## config.mk

```make
export PLATFORM = sky130hd
export DESIGN_NAME = touch_wake_gesture_detector
export DESIGN_NICKNAME = d
export VERILOG_FILES = /design/src/rtl/twgd_pkg.sv /design/src/rtl/touch_wake_gesture_detector.sv /design/src/rtl/twgd_sweep.sv /design/src/rtl/twgd_tap.sv
export SDC_FILE = /design/constraint.sdc
export NUM_CORES = 1
export LEC_CHECK = 0
export ABC_AREA = 1
export BUFFER_PORTS_ARGS = -buffer_cell sky130_fd_sc_hd__buf_2
export CAP_MARGIN = 5
export CORE_ASPECT_RATIO = 0.8
export CORE_MARGIN = 4
export CORE_UTILIZATION = 51
export DETAILED_ROUTE_END_ITERATION = 12
export PLACE_DENSITY = 0.69
export SYNTH_ARGS = -nofsm -noshare
export SYNTH_HDL_FRONTEND = slang
export SYNTH_SLANG_ARGS = --single-unit
```

## constraint.sdc

```tcl
create_clock -name clk -period 4 [get_ports clk]
set_input_delay 0.8 -clock clk [delete_from_list [all_inputs] [get_ports clk]]
set_output_delay 0.8 -clock clk [all_outputs]
set_load 0.02 [all_outputs]
```

## src/rtl/twgd_pkg.sv

```systemverilog
// ----------------------------------------------------------------------------
// twgd_pkg: shared types and constants of the touch wake gesture detector
// State codes, configuration register indexes and gesture limits.
// ----------------------------------------------------------------------------
package twgd_pkg;

  // Configuration register indexes
  localparam int CFG_INDEX_BITS = 3;
  localparam logic [CFG_INDEX_BITS-1:0] CFG_SCREEN_WIDTH     = 3'd0;
  localparam logic [CFG_INDEX_BITS-1:0] CFG_SCREEN_HEIGHT    = 3'd1;
  localparam logic [CFG_INDEX_BITS-1:0] CFG_S2W_ENABLE       = 3'd2;
  localparam logic [CFG_INDEX_BITS-1:0] CFG_DT2W_ENABLE      = 3'd3;
  localparam logic [CFG_INDEX_BITS-1:0] CFG_DT2W_FULL_SCREEN = 3'd4;

  // Gesture limits (coordinate limits fit the widest coordinate)
  localparam int LIMIT_COORD_BITS = 16;
  localparam logic [LIMIT_COORD_BITS-1:0] SWEEP_MAX_DY = 16'd200;
  localparam logic [LIMIT_COORD_BITS-1:0] TAP_MAX_DIST = 16'd150;

  // Tap phase window in microseconds (fits the narrowest timestamp)
  localparam int LIMIT_TIME_BITS = 32;
  localparam logic [LIMIT_TIME_BITS-1:0] TAP_MIN_US = 32'd5000;
  localparam logic [LIMIT_TIME_BITS-1:0] TAP_MAX_US = 32'd250000;

  // Sweep machine states
  typedef enum logic [3:0] {
    SW_IDLE  = 4'b0001,
    SW_DOWN  = 4'b0010,
    SW_VALID = 4'b0100,
    SW_INVAL = 4'b1000
  } sweep_state_t;

  // Double-tap machine states
  typedef enum logic [3:0] {
    DT_IDLE  = 4'b0001,
    DT_DOWN1 = 4'b0010,
    DT_UP    = 4'b0100,
    DT_DOWN2 = 4'b1000
  } tap_state_t;

endpackage

```

## src/rtl/touch_wake_gesture_detector.sv

```systemverilog
// ----------------------------------------------------------------------------
// touch_wake_gesture_detector: wake gestures from a stream of touch reports
// Sweep and double-tap detection between an input register and a result
// register.
// ----------------------------------------------------------------------------
// Usage:
//   Each request on the input channel (in_valid / in_stall) is one touch
//   report: touching, x_pos, y_pos and time_us. Every report gives exactly
//   one result on the output channel (out_valid / out_stall): wake,
//   sweep_done and double_tap_done.
//   The report is registered at the input, and both gesture machines step
//   as it moves into the result register.
//   Throughput is one report per cycle while the receiver does not stall;
//   it is set by the step of the two gesture machines, once per report.
//   When the receiver stalls, the result register holds its value and the
//   input register keeps one more report; in_stall then rises until the
//   result is taken.
//   Reset (rst, synchronous) clears both machines to idle, empties both
//   registers and clears all configuration registers, so both gestures
//   start disabled. The user writes configuration through cfg_we / cfg_index /
//   cfg_data only while no report is in flight; the block does not check it.
// ----------------------------------------------------------------------------
module touch_wake_gesture_detector
  import twgd_pkg::*;
#(
  parameter int COORD_BITS = 12,
  parameter int TIME_BITS  = 48
) (
  input  logic                      clk,
  input  logic                      rst,
  // Configuration
  input  logic                      cfg_we,
  input  logic [CFG_INDEX_BITS-1:0] cfg_index,
  input  logic [COORD_BITS-1:0]     cfg_data,
  // Touch reports
  input  logic                      in_valid,
  output logic                      in_stall,
  input  logic                      touching,
  input  logic [COORD_BITS-1:0]     x_pos,
  input  logic [COORD_BITS-1:0]     y_pos,
  input  logic [TIME_BITS-1:0]      time_us,
  // Results
  output logic                      out_valid,
  input  logic                      out_stall,
  output logic                      wake,
  output logic                      sweep_done,
  output logic                      double_tap_done
);

  logic [COORD_BITS-1:0] screen_width;
  logic [COORD_BITS-1:0] screen_height;
  logic                  s2w_enable;
  logic                  dt2w_enable;
  logic                  dt2w_full_screen;

  logic                  rep_valid;
  logic                  rep_touching;
  logic [COORD_BITS-1:0] rep_x;
  logic [COORD_BITS-1:0] rep_y;
  logic [TIME_BITS-1:0]  rep_time;

  logic                  advance;
  logic                  accept;
  logic                  sweep_fire;
  logic                  tap_fire;
  logic                  sweep_hit;
  logic                  tap_hit;

  // Configuration registers
  always_ff @(posedge clk) begin
    if (rst) begin
      screen_width     <= '0;
      screen_height    <= '0;
      s2w_enable       <= 1'b0;
      dt2w_enable      <= 1'b0;
      dt2w_full_screen <= 1'b0;
    end else if (cfg_we) begin
      case (cfg_index)
        CFG_SCREEN_WIDTH:     screen_width     <= cfg_data;
        CFG_SCREEN_HEIGHT:    screen_height    <= cfg_data;
        CFG_S2W_ENABLE:       s2w_enable       <= cfg_data[0];
        CFG_DT2W_ENABLE:      dt2w_enable      <= cfg_data[0];
        CFG_DT2W_FULL_SCREEN: dt2w_full_screen <= cfg_data[0];
        default: begin
        end
      endcase
    end
  end

  // Handshake: move the held report on whenever the result register frees up
  assign advance  = rep_valid && (!out_valid || !out_stall);
  assign in_stall = rep_valid && out_valid && out_stall;
  assign accept   = in_valid && !in_stall;

  // Input register
  always_ff @(posedge clk) begin
    if (rst) begin
      rep_valid <= 1'b0;
    end else if (accept) begin
      rep_valid <= 1'b1;
    end else if (advance) begin
      rep_valid <= 1'b0;
    end
  end

  always_ff @(posedge clk) begin
    if (accept) begin
      rep_touching <= touching;
      rep_x        <= x_pos;
      rep_y        <= y_pos;
      rep_time     <= time_us;
    end
  end

  // Gesture machines step once per report while enabled
  twgd_sweep #(
    .COORD_BITS(COORD_BITS)
  ) u_sweep (
    .clk          (clk),
    .rst          (rst),
    .step         (advance && s2w_enable),
    .down         (rep_touching),
    .x_pos        (rep_x),
    .y_pos        (rep_y),
    .screen_width (screen_width),
    .fire         (sweep_fire)
  );

  twgd_tap #(
    .COORD_BITS(COORD_BITS),
    .TIME_BITS (TIME_BITS)
  ) u_tap (
    .clk           (clk),
    .rst           (rst),
    .step          (advance && dt2w_enable),
    .touching      (rep_touching),
    .x_pos         (rep_x),
    .y_pos         (rep_y),
    .time_us       (rep_time),
    .screen_height (screen_height),
    .full_screen   (dt2w_full_screen),
    .fire          (tap_fire)
  );

  assign sweep_hit = sweep_fire && s2w_enable;
  assign tap_hit   = tap_fire && dt2w_enable;

  // Result register: load on advance, drop once taken
  always_ff @(posedge clk) begin
    if (rst) begin
      out_valid <= 1'b0;
    end else if (advance) begin
      out_valid <= 1'b1;
    end else if (!out_stall) begin
      out_valid <= 1'b0;
    end
  end

  always_ff @(posedge clk) begin
    if (advance) begin
      wake            <= sweep_hit || tap_hit;
      sweep_done      <= sweep_hit;
      double_tap_done <= tap_hit;
    end
  end

endmodule

```

## src/rtl/twgd_sweep.sv

```systemverilog
// ----------------------------------------------------------------------------
// twgd_sweep: horizontal sweep gesture machine
// Tracks one touch from its first point and flags a release after a wide,
// flat horizontal move.
// ----------------------------------------------------------------------------
module twgd_sweep
  import twgd_pkg::*;
#(
  parameter int COORD_BITS = 12
) (
  input  logic                  clk,
  input  logic                  rst,
  input  logic                  step,
  input  logic                  down,
  input  logic [COORD_BITS-1:0] x_pos,
  input  logic [COORD_BITS-1:0] y_pos,
  input  logic [COORD_BITS-1:0] screen_width,
  output logic                  fire
);

  sweep_state_t          state;
  sweep_state_t          state_next;
  logic [COORD_BITS-1:0] start_x;
  logic [COORD_BITS-1:0] start_y;
  logic [COORD_BITS-1:0] dx;
  logic [COORD_BITS-1:0] dy;
  logic [COORD_BITS-1:0] half_width;

  // Distances from the start point
  assign dx = (x_pos >= start_x) ? x_pos - start_x : start_x - x_pos;
  assign dy = (y_pos >= start_y) ? y_pos - start_y : start_y - y_pos;
  assign half_width = screen_width >> 1;

  // Next state and release detection
  always_comb begin
    state_next = down ? SW_DOWN : SW_IDLE;
    fire       = 1'b0;
    case (state)
      SW_IDLE: begin
      end
      SW_DOWN, SW_VALID: begin
        fire = (state == SW_VALID) && !down;
        if (down) begin
          if (LIMIT_COORD_BITS'(dy) > SWEEP_MAX_DY) begin
            state_next = SW_INVAL;
          end else if (dx > half_width) begin
            state_next = SW_VALID;
          end
        end
      end
      SW_INVAL: begin
        if (down) begin
          state_next = SW_INVAL;
        end
      end
      default: begin
        state_next = SW_IDLE;
      end
    endcase
  end

  // Advance the machine and latch the start point on first contact
  always_ff @(posedge clk) begin
    if (rst) begin
      state   <= SW_IDLE;
      start_x <= '0;
      start_y <= '0;
    end else if (step) begin
      state <= state_next;
      if (state == SW_IDLE && down) begin
        start_x <= x_pos;
        start_y <= y_pos;
      end
    end
  end

endmodule

```

## src/rtl/twgd_tap.sv

```systemverilog
// ----------------------------------------------------------------------------
// twgd_tap: double-tap gesture machine
// Times each tap phase against a fixed window and checks that the second
// tap lands near the first.
// ----------------------------------------------------------------------------
module twgd_tap
  import twgd_pkg::*;
#(
  parameter int COORD_BITS = 12,
  parameter int TIME_BITS  = 48
) (
  input  logic                  clk,
  input  logic                  rst,
  input  logic                  step,
  input  logic                  touching,
  input  logic [COORD_BITS-1:0] x_pos,
  input  logic [COORD_BITS-1:0] y_pos,
  input  logic [TIME_BITS-1:0]  time_us,
  input  logic [COORD_BITS-1:0] screen_height,
  input  logic                  full_screen,
  output logic                  fire
);

  tap_state_t            state;
  tap_state_t            state_next;
  logic [TIME_BITS-1:0]  last_change_us;
  logic [COORD_BITS-1:0] start_x;
  logic [COORD_BITS-1:0] start_y;
  logic [TIME_BITS-1:0]  elapsed;
  logic [COORD_BITS-1:0] dx;
  logic [COORD_BITS-1:0] dy;
  logic                  down;
  logic                  time_ok;
  logic                  near;

  // Upper-half touches count as no touch unless the whole screen is active
  assign down = touching && (full_screen || !(y_pos < (screen_height >> 1)));

  // Phase length, wrapping at the timestamp width
  assign elapsed = time_us - last_change_us;
  assign time_ok = (elapsed > TIME_BITS'(TAP_MIN_US)) &&
                   (elapsed < TIME_BITS'(TAP_MAX_US));

  // Distance of this touch from the first tap
  assign dx   = (x_pos >= start_x) ? x_pos - start_x : start_x - x_pos;
  assign dy   = (y_pos >= start_y) ? y_pos - start_y : start_y - y_pos;
  assign near = (LIMIT_COORD_BITS'(dx) < TAP_MAX_DIST) &&
                (LIMIT_COORD_BITS'(dy) < TAP_MAX_DIST);

  // Next state and second-release detection
  always_comb begin
    state_next = down ? DT_DOWN1 : DT_IDLE;
    fire       = 1'b0;
    case (state)
      DT_IDLE: begin
      end
      DT_DOWN1: begin
        if (!down && time_ok) begin
          state_next = DT_UP;
        end
      end
      DT_UP: begin
        if (down) begin
          if (time_ok && near) begin
            state_next = DT_DOWN2;
          end
        end else begin
          state_next = DT_UP;
        end
      end
      DT_DOWN2: begin
        if (!down) begin
          if (time_ok) begin
            fire = 1'b1;
          end else begin
            state_next = DT_UP;
          end
        end else begin
          state_next = DT_DOWN2;
        end
      end
      default: begin
        state_next = DT_IDLE;
      end
    endcase
  end

  // Advance; stamp the time of every change and the point of a first tap
  always_ff @(posedge clk) begin
    if (rst) begin
      state          <= DT_IDLE;
      last_change_us <= '0;
      start_x        <= '0;
      start_y        <= '0;
    end else if (step) begin
      state <= state_next;
      if (state_next != state) begin
        last_change_us <= time_us;
        if (state_next == DT_DOWN1) begin
          start_x <= x_pos;
          start_y <= y_pos;
        end
      end
    end
  end

endmodule

```

==> run metrics <==
cell taking the most area after synthesis=nand2_1; Chip Height=173 um; Crit Path Class=flop to flop; fill count=3,090; Yosys cell types=50; final period utilization=95.7%; Clock transition at path regs=0.07 ns; post-synthesis sequential area ratio=28.4%; Iter 0 DRT Violations=1,179; row count=59; Post-synth ARST share=0%; CTS Buffer Depth=3; leading post-synthesis cells by instance count=705 x nand2_1, 500 x inv_1, 221 x nor2_1, 216 x a21oi_1, 169 x nand3_1; CP max FO=18; hold crit path type=input pin to flop; H-tree depth=1; maximum VDD drop=0.000331 V; critical-path cell list=ha_2 -> nand2_1 -> nor2_1 -> nand2_2 -> nor3_4 -> buf_4 -> nand3_1 -> nand4_1 -> nand3_1 -> nor2_1 -> nand4_1 -> nor2_4 -> nand2_1 -> nand2_1 -> nand3_1 -> nand2_1 -> nand2_1 -> nor2_2 -> nand3_4 -> buf_12 -> clkbuf_16 -> a21oi_1 -> nor2_1; Max Cap Viol=0; Final Setup Violations=0; DP HPWL=39.7 mm; Num CTS Buffers=24; area of the multi-input gates=0.0108 mm^2; dpl cell area=0.0187 mm^2; slowest CP cell=edfxtp_1; Starting Density=52.4%; yosys warns=0; Area growth syn-to-layout=18.7%; Die Span X=214 um; global route overflow=0; RSZ-0062 raised after global routing=yes; Final Util=62.2%; leakage power=9.97 nW; Fin. Hold Viols=0; Sw Ratio=31.5%; Num Clock Sinks=207; Sw Pwr=1.95 mW; ratio of cells with drive above 1 in the final layout=16.3%; clk root buf=clkbuf_16; Seq. cell area=0.00490 mm^2; Total Nets Final=3,085; f_max=0.261 GHz; synthesized net count=2,905; io pins=98; DRT antenna net count=0; CP most frequent cell=nand2_1; Worst EP arrival=4.26 ns; Post-synth EDFFs=76; synthesized instance count=2,643; PD cells=302 mW/mm^2; CTS Hold Bufs=0; Die Area=0.0369 mm^2; antenna violations before repair=1; CP Capture Type=flop; DR DRC count=0; WL final=51.2 mm; CTS tree=yes; via count=17,400; Tightest Pin Transition=0.749 ns; GRT Overall Usage=25.9%; ranking of synthesized cells by area=nand2_1 15%, dfxtp_1 15%, edfxtp_1 13%; Clock Skews=0.0107 ns; top_reg_cell synth=dfxtp_1; total core area=0.0329 mm^2; gp weighted congestion=0.991; Routed wire per std cell=15.7 um; Syn Area/Cell=6.53 um^2; Clk network pwr share=37.5%; global-route wire length before repair=78.6 mm; status=finished clean; Slew headroom=50.1%; Post-Syn Area=0.0173 mm^2; Seq pwr share=37.2%; Internal=4.24 mW; vias in the first global route=15,400; port buffer count=97; max-slew violations=0; post-route cell area=0.0205 mm^2; Yosys reg bits=207; combinational share of power=25.3%; Yosys top cell area share=15.3%; critical path required time=4.43 ns; Period minus WS final=3.83 ns; Pre-Repair DR Iteration Count=6; largest net degree at the start of global routing=99; most common cell in the synthesized netlist=nand2_1; clk_lat worst skew=0.54 ns; CP startpoint kind=flop; vias per std cell=5.31; max incr delay on CP=0.45 ns
## kinds of logic (layout without fill, tap and decap cells)
| family | after synthesis | count (layout) | share of synthesized area, % |
|---|---|---|---|
| AO/OA/AOI/OAI | 456 | 456 | 14.9 |
| XOR/XNOR | 56 | 56 | 2.84 |
| adder cells (fa/ha/maj) | 169 | 169 | 12.6 |
| buffers and inverters | 572 | 770 | 12.8 |
| flip-flops | 207 | 207 | 28.4 |
| multiplexers | 2 | 2 | 0.116 |
| other | 0 | 1 | 0 |
| AND/OR/NAND/NOR | 1181 | 1181 | 28.3 |
## what timing repair did
item / 4_1_cts / 5_1_grt
setup buffers: 0 / 29
pin swaps: 0 / 30
gates cloned: 0 / 7
endpoints found under the setup margin: 1 / 66
gates resized for setup: 2 / 176
## cell type report
class	count	share of cell area, %
sequential	207	23.9
clock inverter	13	0.721
timing repair inverter	2	0.0733
timing repair buffer	213	7.34
inverter	511	9.39
multi-input combinational	1864	52.6
clock buffer	31	3.31
tap	427	2.61
antenna	1	0.0122
## worst max-delay path: cells and delay by family, from the launching register on
| family | cells | cell delay (ns) |
|---|---|---|
| simple gates | 18 | 2.23 |
| flops | 1 | 0.45 |
| compound gates | 1 | 0.13 |
| fa+ha+maj | 1 | 0.40 |
| buf+inv | 3 | 0.51 |
## power by group through the flow
| stage | clock network [mW] | registers [mW] | logic (mW) |
|---|---|---|---|
| 2_1_floorplan | 0 | 2.34 | 0.946 |
| 3_3_place_gp | 0 | 2.34 | 1.36 |
| 3_5_place_dp | 0 | 2.34 | 1.38 |
| 4_1_cts | 2.37 | 2.30 | 1.39 |
| 5_1_grt | 2.46 | 2.31 | 1.74 |
| 6_report | 2.32 | 2.30 | 1.57 |
## metal layers
layer / share of wire [%] / GRT usage, % / vias to the layer above
met2: 40 / 36.3 / 542
met1: 51 / 41.5 / 7979
met5: 0 / 0 / -
met3: 8.0 / 4.80 / 60
met4: 1.7 / 4.35 / 0
li1: - / - / 8786
## state kept, by name (all words and copies together) (netlist names)
register	cells
u_sweep.start_y	12
rep_valid	1
wake	1
out_valid	1
dt2w_full_screen	1
rep_y	12
u_tap.last_change_us	48
sweep_done	1
rep_touching	1
s2w_enable	1
screen_height	11
u_tap.start_y	12
u_sweep.start_x	12
screen_width	11
dt2w_enable	1
u_tap.start_x	12
rep_x	12
rep_time	48
u_sweep.state	4
double_tap_done	1
u_tap.state	4
## worst paths after layout
check,slack [ns],cells past startpoint,start,endpoint
worst max-delay path,0.17,23,rep_time[24],u_tap.last_change_us[21]
worst min-delay path,0.43,1,time_us[2],rep_time[2]
worst min register to register,0.46,2,u_tap.start_y[11],u_tap.start_y[11]
worst max register to register,0.17,23,rep_time[24],u_tap.last_change_us[21]
## through the flow
stage                     power, mW  hold slack, ns  setup slack [ns]  setup TNS, ns  std cells
after floorplan                3.28           0.424             0.446              0       2643
after global placement         3.70           0.447            0.0949              0       3188
after detailed placement       3.72           0.452            0.0194              0       3188
after CTS                      6.06           0.406            0.0117              0       3232
after global routing           6.50           0.402           -0.0884          -2.97       3269
final                          6.19           0.432             0.171              0       3269
## placed cells by master (no fill, tap or decap), types with 36 or more instances in the layout
cell,count
a21oi_2,54
inv_1,492
buf_2,97
buf_4,102
ha_1,119
nand4_1,36
o21ai_0,122
nand2_1,681
a21oi_1,201
xor2_1,40
dfxtp_1,131
nand3_1,158
nor2_1,193
edfxtp_1,76
(Power assumes the default switching activity.)
